===== config.mk =====
export PLATFORM = sky130hd
export DESIGN_NAME = h264_nal_unit_splitter
export DESIGN_NICKNAME = d
export VERILOG_FILES = /design/src/design/nus_pkg.sv /design/src/design/nus_fifo.sv /design/src/design/h264_nal_unit_splitter.sv
export SDC_FILE = /design/constraint.sdc
export NUM_CORES = 1
export LEC_CHECK = 0
export BUFFER_PORTS_ARGS = -buffer_cell sky130_fd_sc_hd__buf_2
export CAP_MARGIN = 20
export CORE_MARGIN = 2
export CORE_UTILIZATION = 45
export DETAILED_ROUTE_END_ITERATION = 7
export GPL_TIMING_DRIVEN = 0
export SETUP_SLACK_MARGIN = 0.3
export SLEW_MARGIN = 10
export SYNTH_ARGS = -nofsm -noshare
export SYNTH_HDL_FRONTEND = slang
export SYNTH_SLANG_ARGS = --single-unit

===== constraint.sdc =====
create_clock -name clk -period 6.83 [get_ports clk]
set_input_delay 0.3415 -clock clk [delete_from_list [all_inputs] [get_ports clk]]
set_output_delay 0.3415 -clock clk [all_outputs]
set_load 0.02 [all_outputs]

===== src/design/nus_pkg.sv =====
package nus_pkg;

  localparam int OFF_W     = 24;
  localparam int LEN_W     = 25;
  localparam int TYPE_W    = 5;
  localparam int STAMP_W   = 64;

  localparam logic [TYPE_W-1:0] TYPE_MASK = 5'h1F;

  localparam logic [TYPE_W-1:0] NAL_SLICE = 5'd1;
  localparam logic [TYPE_W-1:0] NAL_IDR   = 5'd5;
  localparam logic [TYPE_W-1:0] NAL_SPS   = 5'd7;
  localparam logic [TYPE_W-1:0] NAL_PPS   = 5'd8;

  localparam logic [7:0] BYTE_ZERO = 8'h00;
  localparam logic [7:0] BYTE_ONE  = 8'h01;

  localparam int QDEPTH = 4;
  localparam int QPTR_W = 2;
  localparam int QCNT_W = 3;

  typedef enum logic [1:0] {
    CLASS_OTHER = 2'd0,
    CLASS_PARAM = 2'd1,
    CLASS_INTRA = 2'd2,
    CLASS_PRED  = 2'd3
  } frame_class_t;

  typedef struct packed {
    logic [OFF_W-1:0]          offset;
    logic [LEN_W-1:0]          length;
    logic [TYPE_W-1:0]         ntype;
    frame_class_t              fclass;
    logic signed [STAMP_W-1:0] stamp;
    logic                      last;
  } desc_t;

  function automatic frame_class_t class_of(input logic [TYPE_W-1:0] t);
    frame_class_t c;
    c = CLASS_OTHER;
    if (t == NAL_SPS || t == NAL_PPS) begin
      c = CLASS_PARAM;
    end else if (t == NAL_IDR) begin
      c = CLASS_INTRA;
    end else if (t == NAL_SLICE) begin
      c = CLASS_PRED;
    end
    return c;
  endfunction

endpackage


===== src/design/nus_fifo.sv =====
module nus_fifo
  import nus_pkg::*;
(
  input  logic       clk,
  input  logic       rst_n,
  input  logic [1:0] push_cnt,
  input  desc_t      din0,
  input  desc_t      din1,
  output logic       has_room,
  output logic       out_valid,
  input  logic       out_ready,
  output desc_t      dout
);

  desc_t             mem_r [QDEPTH];
  logic [QPTR_W-1:0] wp_r, wp_nxt;
  logic [QPTR_W-1:0] rp_r, rp_nxt;
  logic [QCNT_W-1:0] cnt_r, cnt_nxt;
  logic              pop;
  logic [QPTR_W-1:0] wp_second;

  assign out_valid = (cnt_r != '0);
  assign dout      = mem_r[rp_r];
  assign has_room  = (cnt_r <= QCNT_W'(QDEPTH - 2));
  assign pop       = out_valid && out_ready;
  assign wp_second = wp_r + QPTR_W'(1);

  always_comb begin
    wp_nxt  = wp_r + QPTR_W'(push_cnt);
    rp_nxt  = pop ? rp_r + QPTR_W'(1) : rp_r;
    cnt_nxt = cnt_r + QCNT_W'(push_cnt) - QCNT_W'(pop);
  end

  always_ff @(posedge clk) begin
    if (!rst_n) begin
      wp_r  <= '0;
      rp_r  <= '0;
      cnt_r <= '0;
    end else begin
      wp_r  <= wp_nxt;
      rp_r  <= rp_nxt;
      cnt_r <= cnt_nxt;
    end
  end

  always_ff @(posedge clk) begin
    if (push_cnt != 2'd0) begin
      mem_r[wp_r] <= din0;
    end
    if (push_cnt == 2'd2) begin
      mem_r[wp_second] <= din1;
    end
  end

endmodule


===== src/design/h264_nal_unit_splitter.sv =====
// H.264 Annex B start code parser.
// The input channel carries one stream byte per beat, a flag on the final
// byte of each buffer and the buffer's timestamp, which is latched at the
// buffer's first byte. The result channel carries one NAL unit descriptor
// per beat: offset and length of the unit including its start code, the
// 5-bit unit type, a frame class and the timestamp.
// Each byte is decoded in the cycle it is accepted and its descriptors are
// written into a four-entry output queue, whose registered head is offered
// on the result channel. A byte may close one unit and, at the end of a
// buffer, also report a start code found on its last byte, giving two
// descriptors in one beat; last_of_run marks the final one. The block takes
// one byte per cycle while the queue has room for two descriptors; when the
// receiver stalls the queue fills and in_ready falls, and the rate is then
// set by the output side.
// A synchronous reset clears the start code search, the byte position,
// the open unit and the queue.
module h264_nal_unit_splitter
  import nus_pkg::*;
#(
  parameter int OFFSET_BITS = 24
) (
  input  logic                      clk,
  input  logic                      rst_n,
  input  logic                      in_valid,
  output logic                      in_ready,
  input  logic [7:0]                in_data_byte,
  input  logic                      in_buffer_end,
  input  logic signed [STAMP_W-1:0] in_buffer_stamp,
  output logic                      out_valid,
  input  logic                      out_ready,
  output logic [OFF_W-1:0]          out_unit_offset,
  output logic [LEN_W-1:0]          out_unit_length,
  output logic [TYPE_W-1:0]         out_unit_type,
  output logic [1:0]                out_frame_class,
  output logic signed [STAMP_W-1:0] out_unit_stamp,
  output logic                      out_last_of_run
);

  typedef logic [OFFSET_BITS-1:0] pos_t;
  typedef logic [OFFSET_BITS:0]   span_t;

  logic [1:0]                zero_run_r, zero_run_nxt;
  pos_t                      pos_r, pos_nxt;
  pos_t                      start_r, start_nxt;
  logic                      open_r, open_nxt;
  logic                      hdr_pend_r, hdr_pend_nxt;
  logic [TYPE_W-1:0]         type_r, type_nxt;
  logic                      has_hdr_r, has_hdr_nxt;
  logic signed [STAMP_W-1:0] stamp_r, stamp_nxt;

  logic                      accept;
  logic                      is_code;
  logic [TYPE_W-1:0]         type_mid;
  logic                      has_mid;
  logic [TYPE_W-1:0]         type_emit;
  pos_t                      cstart;
  pos_t                      pos_inc;
  pos_t                      e2_start;
  logic [TYPE_W-1:0]         e2_type;
  logic                      e1_vld, e2_vld;
  desc_t                     d1, d2, din0, dout;
  logic [1:0]                push_cnt;
  logic                      has_room;

  function automatic span_t span(input pos_t from, input pos_t to);
    pos_t d;
    d = to - from;
    return (d == '0) ? {1'b1, {OFFSET_BITS{1'b0}}} : {1'b0, d};
  endfunction

  function automatic desc_t make_desc(input pos_t s, input span_t len,
                                      input logic [TYPE_W-1:0] t,
                                      input logic signed [STAMP_W-1:0] st,
                                      input logic lst);
    desc_t      d;
    logic [31:0] ws;
    logic [32:0] wl;
    ws       = 32'(s);
    wl       = 33'(len);
    d.offset = ws[OFF_W-1:0];
    d.length = wl[LEN_W-1:0];
    d.ntype  = t;
    d.fclass = class_of(t);
    d.stamp  = st;
    d.last   = lst;
    return d;
  endfunction

  assign in_ready = has_room;
  assign accept   = in_valid && in_ready;

  always_comb begin
    stamp_nxt = (pos_r == '0) ? in_buffer_stamp : stamp_r;
    type_mid  = hdr_pend_r ? (in_data_byte[TYPE_W-1:0] & TYPE_MASK) : type_r;
    has_mid   = hdr_pend_r | has_hdr_r;
    type_emit = has_mid ? type_mid : '0;
    is_code   = (in_data_byte == BYTE_ONE) && (zero_run_r >= 2'd2);
    cstart    = pos_r - pos_t'((zero_run_r == 2'd3) ? 3 : 2);
    pos_inc   = pos_r + pos_t'(1);
    e2_start  = is_code ? cstart : start_r;
    e2_type   = is_code ? '0 : type_emit;
    e1_vld    = is_code && open_r;
    e2_vld    = in_buffer_end && (is_code || open_r);

    d1 = make_desc(start_r, span(start_r, cstart), type_emit, stamp_nxt, !e2_vld);
    d2 = make_desc(e2_start, span(e2_start, pos_inc), e2_type, stamp_nxt, 1'b1);

    din0     = e1_vld ? d1 : d2;
    push_cnt = accept ? (2'(e1_vld) + 2'(e2_vld)) : 2'd0;

    zero_run_nxt = zero_run_r;
    pos_nxt      = pos_r;
    start_nxt    = start_r;
    open_nxt     = open_r;
    hdr_pend_nxt = hdr_pend_r;
    type_nxt     = type_r;
    has_hdr_nxt  = has_hdr_r;

    if (accept) begin
      type_nxt     = type_mid;
      has_hdr_nxt  = has_mid;
      hdr_pend_nxt = 1'b0;
      priority if (is_code) begin
        start_nxt    = cstart;
        open_nxt     = 1'b1;
        hdr_pend_nxt = 1'b1;
        has_hdr_nxt  = 1'b0;
        type_nxt     = '0;
        zero_run_nxt = 2'd0;
      end else if (in_data_byte == BYTE_ZERO) begin
        zero_run_nxt = (zero_run_r == 2'd3) ? 2'd3 : zero_run_r + 2'd1;
      end else begin
        zero_run_nxt = 2'd0;
      end
      if (in_buffer_end) begin
        open_nxt     = 1'b0;
        hdr_pend_nxt = 1'b0;
        has_hdr_nxt  = 1'b0;
        type_nxt     = '0;
        zero_run_nxt = 2'd0;
        pos_nxt      = '0;
      end else begin
        pos_nxt = pos_inc;
      end
    end
  end

  always_ff @(posedge clk) begin
    if (!rst_n) begin
      zero_run_r <= '0;
      pos_r      <= '0;
      start_r    <= '0;
      open_r     <= 1'b0;
      hdr_pend_r <= 1'b0;
      type_r     <= '0;
      has_hdr_r  <= 1'b0;
      stamp_r    <= '0;
    end else begin
      zero_run_r <= zero_run_nxt;
      pos_r      <= pos_nxt;
      start_r    <= start_nxt;
      open_r     <= open_nxt;
      hdr_pend_r <= hdr_pend_nxt;
      type_r     <= type_nxt;
      has_hdr_r  <= has_hdr_nxt;
      if (accept) begin
        stamp_r <= stamp_nxt;
      end
    end
  end

  nus_fifo u_fifo (
    .clk       (clk),
    .rst_n     (rst_n),
    .push_cnt  (push_cnt),
    .din0      (din0),
    .din1      (d2),
    .has_room  (has_room),
    .out_valid (out_valid),
    .out_ready (out_ready),
    .dout      (dout)
  );

  assign out_unit_offset = dout.offset;
  assign out_unit_length = dout.length;
  assign out_unit_type   = dout.ntype;
  assign out_frame_class = dout.fclass;
  assign out_unit_stamp  = dout.stamp;
  assign out_last_of_run = dout.last;

`ifndef SYNTHESIS
  a_end_clears: assert property (@(posedge clk) disable iff (!rst_n)
    (in_valid && in_ready && in_buffer_end) |=> (pos_r == '0 && !open_r && !hdr_pend_r))
    else $error("buffer end did not clear the parser state");

  a_hdr_needs_unit: assert property (@(posedge clk) disable iff (!rst_n)
    hdr_pend_r |-> open_r)
    else $error("header byte pending without an open unit");

  a_type_needs_unit: assert property (@(posedge clk) disable iff (!rst_n)
    has_hdr_r |-> open_r)
    else $error("unit type held without an open unit");
`endif

endmodule


==> Word level (Yosys, flattened, before mapping) <==
Memories as Yosys holds them, arrays and structs flattened. A register that Yosys moved wholly into a read port is not among the register bits.
Index checks and enable logic that the tools add are counted.
{ "classes": {"order_cmp": 2, "add_sub_neg": 11, "n_bitwise": 1, "mux": 35, "reduce_logical": 17, "eq_ne": 11} }
{ "op_table": {"columns": ["cell", "count"], "rows": [
  ["$mux 121", 1],
  ["$logic_not 24->1", 3],
  ["$mux 64", 1],
  ["$mux 25", 2],
  ["$mux 24", 2],
  ["$sub 24x24->24", 2],
  ["$mux 2", 13],
  ["$mux 5", 5],
  ["$add 24x1->24 const B", 1],
  ["$sub 24x2->24", 1],
  ["$eq 5x3->1 const B", 4],
  ["$mux 1", 11],
  ["$eq 5x1->1 const B", 2],
  ["$eq 5x4->1 const B", 2],
  ["$eq 8x1->1 const B", 1],
  ["$logic_not 8->1", 1],
  ["$add 2x1->2 const B", 3],
  ["$logic_and 1x1->1", 5],
  ["$eq 2x2->1 const B", 2],
  ["$reduce_bool 2->1", 2],
  ["$add 3x2->3", 1],
  ["$le 3x2->1 const B", 1],
  ["$logic_or 1x1->1", 3],
  ["$reduce_bool 3->1", 1],
  ["7 further kinds", 7]
]} }
{ "word_totals": {"ramBits": 484, "n_memories": 1, "in_bits": 77, "output_inout_bits": 123, "ff_bits": 129} }
{ "memory_table": {"columns": ["name", "depth", "word_bits", "rd", "rd_ports_with_merged_regs", "write_ports", "line", "source"], "rows": [
  ["u_fifo.mem_r", 4, 121, 1, 1, 2, "nus_fifo.sv:15", "desc_t mem_r [QDEPTH];"]
]} }

==> Logic depth before layout (Yosys ltp) <==
{ "logic_depth": {"ltp_word": 9, "depth_mapped": 23, "ltp_nobuf": 21} }

==> Cells and area by module <==
From an unflattened synthesis, not the netlist that was laid out.
{ "unflattened": {"cells_unflattened": 2648, "area_unflattened_um2": 34131.5} }
{ "modules_own_cells": {"columns": ["mod", "area_per_inst_um2", "seq_area_each_um2", "cells_per_inst", "n_inst"], "rows": [
  ["nus_fifo", 23870.4, 14714.1, 1220, 1],
  ["h264_nal_unit_splitter", 10261.1, 2442.3, 1428, 1]
]} }

==> Worst setup path after synthesis <==
No wires, ideal clock.
{ "synth_path": {"kind": "input port to flip-flop", "start": "input port in_data_byte[5]", "end": "memory u_fifo.mem_r[2][100] in the netlist's numbering, enable pin", "path_stages": 14, "t_required_ns": 6.357, "slack_ns": 0.775, "arrival_time_ns": 5.582, "n_path_buf": 4, "cell_sequence": "nor4_1 > nand2_1 > inv_1 > and3_1 > clkbuf_1 > buf_1 > clkbuf_1 > o21a_1 > ha_1 > clkbuf_1 > o21ai_1 > nor3b_1 > nor2_1 > inv_1"} }
{ "synth_rtl": {"columns": ["element", "line", "source"], "rows": [
  ["from (decl)", "h264_nal_unit_splitter.sv:26", "input logic [7:0] in_data_byte,"],
  ["to (decl)", "nus_fifo.sv:15", null]
]} }

==> results by group <==
Outcome
  • Run status: complete, no violations

Floorplan
  • Core ar.: 67160 µm²
  • Area of the die: 69880 µm²
  • Vertical extent of the die: 264.3 µm
  • Die W: ~260 µm
  • Floorplan row count: 95
  • Starting Density: 0.4541
  • # IOs: 200

Detailed routing
  • DRT iter0 DRCs: 2037
  • Number of vias per cell: 5.889
  • Antenna Violating Nets Remaining: 0
  • Number of optimization iterations in the first detailed-route pass: 5
  • Detailed-route wire length: between 90000 and 100000 µm
  • Remaining design rule violation count: 0
  • Count of vias placed by the detailed router: 23080
  • Routed len/inst: 24.31 µm

GRT
  • Number of antenna violations at the first check in global routing: 3
  • Number of global-route vias before repair: around 23000
  • Total routing usage reported by global routing: 0.2685
  • Wire length of the first global-routing pass: 140900 µm
  • GRT overflow: 0
  • Pin count of the biggest net entering global routing: 89

Synth
  • Count of cell types in the netlist: 72
  • Summed instance area of the synthesized netlist: 30500 µm²
  • Fraction of synthesized cell area taken by the top area cell type: 0.4726
  • Register area share after synthesis: 0.5612
  • Post-synth ARST share: 0
  • Most common flop cell mapped by yosys: edfxtp_1
  • Synth Instances: 2642
  • Post-synth top cells: 480 x edfxtp_1, 404 x nor2_1, 243 x nand2_1, 173 x o22ai_1, 139 x clkbuf_1
  • Number of enable-type register cells in the synthesized netlist: 480
  • Warnings, synthesis: 0
  • Leading area contributor after synthesis: edfxtp_1
  • Most repeated cell in the gate-level netlist after synthesis: edfxtp_1
  • Synthesized netlist net count: roughly 2800
  • Mean instance size in the synthesized netlist: 11.54 µm²
  • Seq cells post-synth: 615
  • Top area cells in the synthesized netlist: edfxtp_1 47%, mux4_2 8.9%, dfxtp_1 8.9%

Setup path
  • Setup crit end kind: register
  • Critical register-to-register path startpoint: zero_run_r[1]
  • Critical path data required time: approximately 7300 ps
  • Critical setup path kind: register to register
  • Kind of launch point of the worst setup path: register
  • Reg-to-reg slack, setup: 550 ps
  • Arrival time of the worst setup path: between 6000 and 7000 ps
  • Setup crit start: zero_run_r[1]
  • Maximum fanout along the worst path: 8

Cells and area
  • Sequential cell area: 17120 µm²
  • Multi-input combinational cell area: approximately 12000 µm²
  • Total of fill cells in the finished design: 5795
  • Nets: between 3000 and 4000
  • Layout cell share with drive strength beyond 1: 0.1574
  • Syn-to-layout area delta: 17.31%

Timing
  • Minimum hold slack: 27.81 ps
  • Setup repair after global routing missed its margin: no
  • Slew Limit Fails: 0
  • Shortest clock period the worst path allows after layout: 6284 ps
  • Share of the cycle needed by the critical path after routing: 0.9201
  • Final Skew: 30.37 ps
  • Final hold violation count: 0
  • Slew Limit Headroom: 0.2457
  • Worst Tran Pin Value: 1123 ps
  • Fmax: 159.1 MHz
  • Setup-violating endpoint count in the final report: 0

Clocking
  • H-Tree Level Count: 3
  • Clock latency on the worst-skew pair: between 600 and 700 ps
  • Max Root-Sink Buffers: 3
  • Root buffer cell: clkbuf_16
  • CTS tree: built
  • Reg clk slew, reported paths: 60 ps
  • CTS Sinks: 615
  • Total clock buffers created by CTS: 69

Power
  • Internal power summed over all cells: 7318 µW
  • Share of total power in sequential cells: 0.384
  • Comb power frac: 0.267
  • Total power per unit cell area: around 300 nW/µm²
  • Worst VDD drop: 0.1590 mV
  • Relative contribution of the clock network to total power: 0.348
  • Switching power total: roughly 3300 µW
  • Reported leakage power: 0.01214 µW
  • Switching share of power: 0.3134
  • Total Power Consumption: 10660 µW

Place
  • Total of buffers placed on input and output ports: slightly below 200
  • Global placer's final weighted congestion: 0.9640
  • Placed wire-length estimate after detailed placement: about 66000 µm

Worst hold path
  • Startpoint of the lowest-slack hold path: in_buffer_stamp[20]
  • Path class of the lowest-slack min-delay path: primary input to register

Run
  • Max-capacitance violation count: 0
==> final timing paths <==
path	endpoint	cells past startpoint
worst max-delay path	u_fifo.mem_r[1][96]	20
worst min-delay path	stamp_r[20]	3
worst min register to register	stamp_r[38]	2
worst max register to register	u_fifo.mem_r[1][96]	20
==> per-stage QoR <==
stage / util / setup WS (ps) / TNS, ps / instances / cell area (µm²)
6_report: 0.5327 / 545.6 / 0 / 3918 / 35780
5_1_grt: 0.5327 / 287.6 / 0 / 3918 / 35780
4_1_cts: 0.5309 / 392.4 / 0 / 3910 / 35660
3_5_place_dp: 0.4878 / -485.0 / -3391 / 3720 / 32760
3_3_place_gp: 0.4852 / -3781 / -1551710 / 3713 / 32580
2_1_floorplan: - / 774.5 / 0 / 2642 / 30500
==> layer usage <==
| metal | wire, µm | up-vias | GRT usage | part of all wire |
|---|---|---|---|---|
| li1 | - | 10480 | - | - |
| met1 | 39040 | 11390 | 0.3564 | 0.41 |
| met2 | 46070 | 1032 | 0.4452 | 0.48 |
| met3 | 7064 | 172 | 0.05100 | 0.074 |
| met4 | 3049 | 2 | 0.08861 | 0.032 |
| met5 | 13 | - | 0 | 0.00014 |
==> kinds of logic (layout without fill, tap and decap cells) <==
group                    after synthesis  after routing  share of synthesized area
AND/OR/NAND/NOR                      868            868                     0.1255
flip-flops                           615            615                     0.5612
AO/OA/AOI/OAI                        550            550                     0.1129
buffers and inverters                251            652                    0.03126
multiplexers                         210            210                     0.1186
XOR/XNOR                              89             89                    0.02556
adder cells (fa/ha/maj)               59             59                    0.02494
other                                  0              2                          0
==> cell usage in the layout (no fill, tap or decap), types with 21 or more instances in the layout <==
cell / synthesis / layout
nor2_1: 404 / 403
a21oi_1: 88 / 86
and2_1: 39 / 39
xor2_1: 37 / 37
mux2i_1: 87 / 87
mux4_2: 121 / 121
o22ai_1: 173 / 173
buf_1: 38 / 36
a21boi_0: 73 / 72
clkbuf_16: 0 / 71
nand3_1: 36 / 36
ha_1: 56 / 56
nand2_1: 243 / 243
buf_2: 6 / 205
nor2b_1: 25 / 25
clkbuf_1: 139 / 154
a21o_1: 21 / 21
inv_1: 66 / 62
edfxtp_1: 480 / 480
nor3_1: 29 / 28
o21ai_0: 114 / 113
dlygate4sd3_1: 0 / 61
xnor2_1: 52 / 48
dfxtp_1: 135 / 135
==> area by class of cell <==
cell class,count,share of cell area
sequential,615,0.4784
clock buffer,90,0.05249
timing repair buffer,274,0.05113
buffer,184,0.01972
inverter,67,0.007869
clock inverter,37,0.01053
multi-input combinational,1776,0.3492
antenna,2,0.0001399
tap,873,0.03053
==> worst max-delay path: stages, from the launching register on <==
cell	delay [ps]
dfxtp_1	380
and2_1	190
ha_1	190
inv_1	50
ha_1	210
nand2b_1	210
nor4_1	280
xor2_1	210
mux2i_1	740
ha_1	360
clkbuf_1	190
a21o_1	210
a31oi_1	400
o21ai_0	260
nor3_1	330
o22ai_1	110
nand4bb_1	220
or4b_1	560
nor4b_2	490
nand3_1	230
o221ai_1	260
==> repair_timing <==
| action | CTS | global route |
|---|---|---|
| hold buffers | 61 | 0 |
| buffers inserted | 2 | 1 |
| endpoints found under the hold margin | 61 | 0 |
| gates resized for setup | 2 | 13 |
| endpoints found under the setup margin | 4 | 12 |
| pin swaps | 0 | 1 |
==> flip-flops by register name (all words and copies together) (netlist names), 2 cells and up, named ones only <==
signal / cells
u_fifo.rp_r: 2
u_fifo.wp_r: 2
stamp_r: 64
u_fifo.mem_r: 484
zero_run_r: 2
u_fifo.cnt_r: 3
start_r: 24
type_r: 5
pos_r: 24
==> power groups by stage <==
stage	Sequential, µW	Clock (µW)	Combinational, µW
floorplan	4160	0	1870
finish	4100	3710	2850
global route	4100	3900	3030
global placement	4170	0	2740
CTS	4090	3770	2820
detailed placement	4170	0	2780
Note: power is estimated with default switching activity, not from simulation.
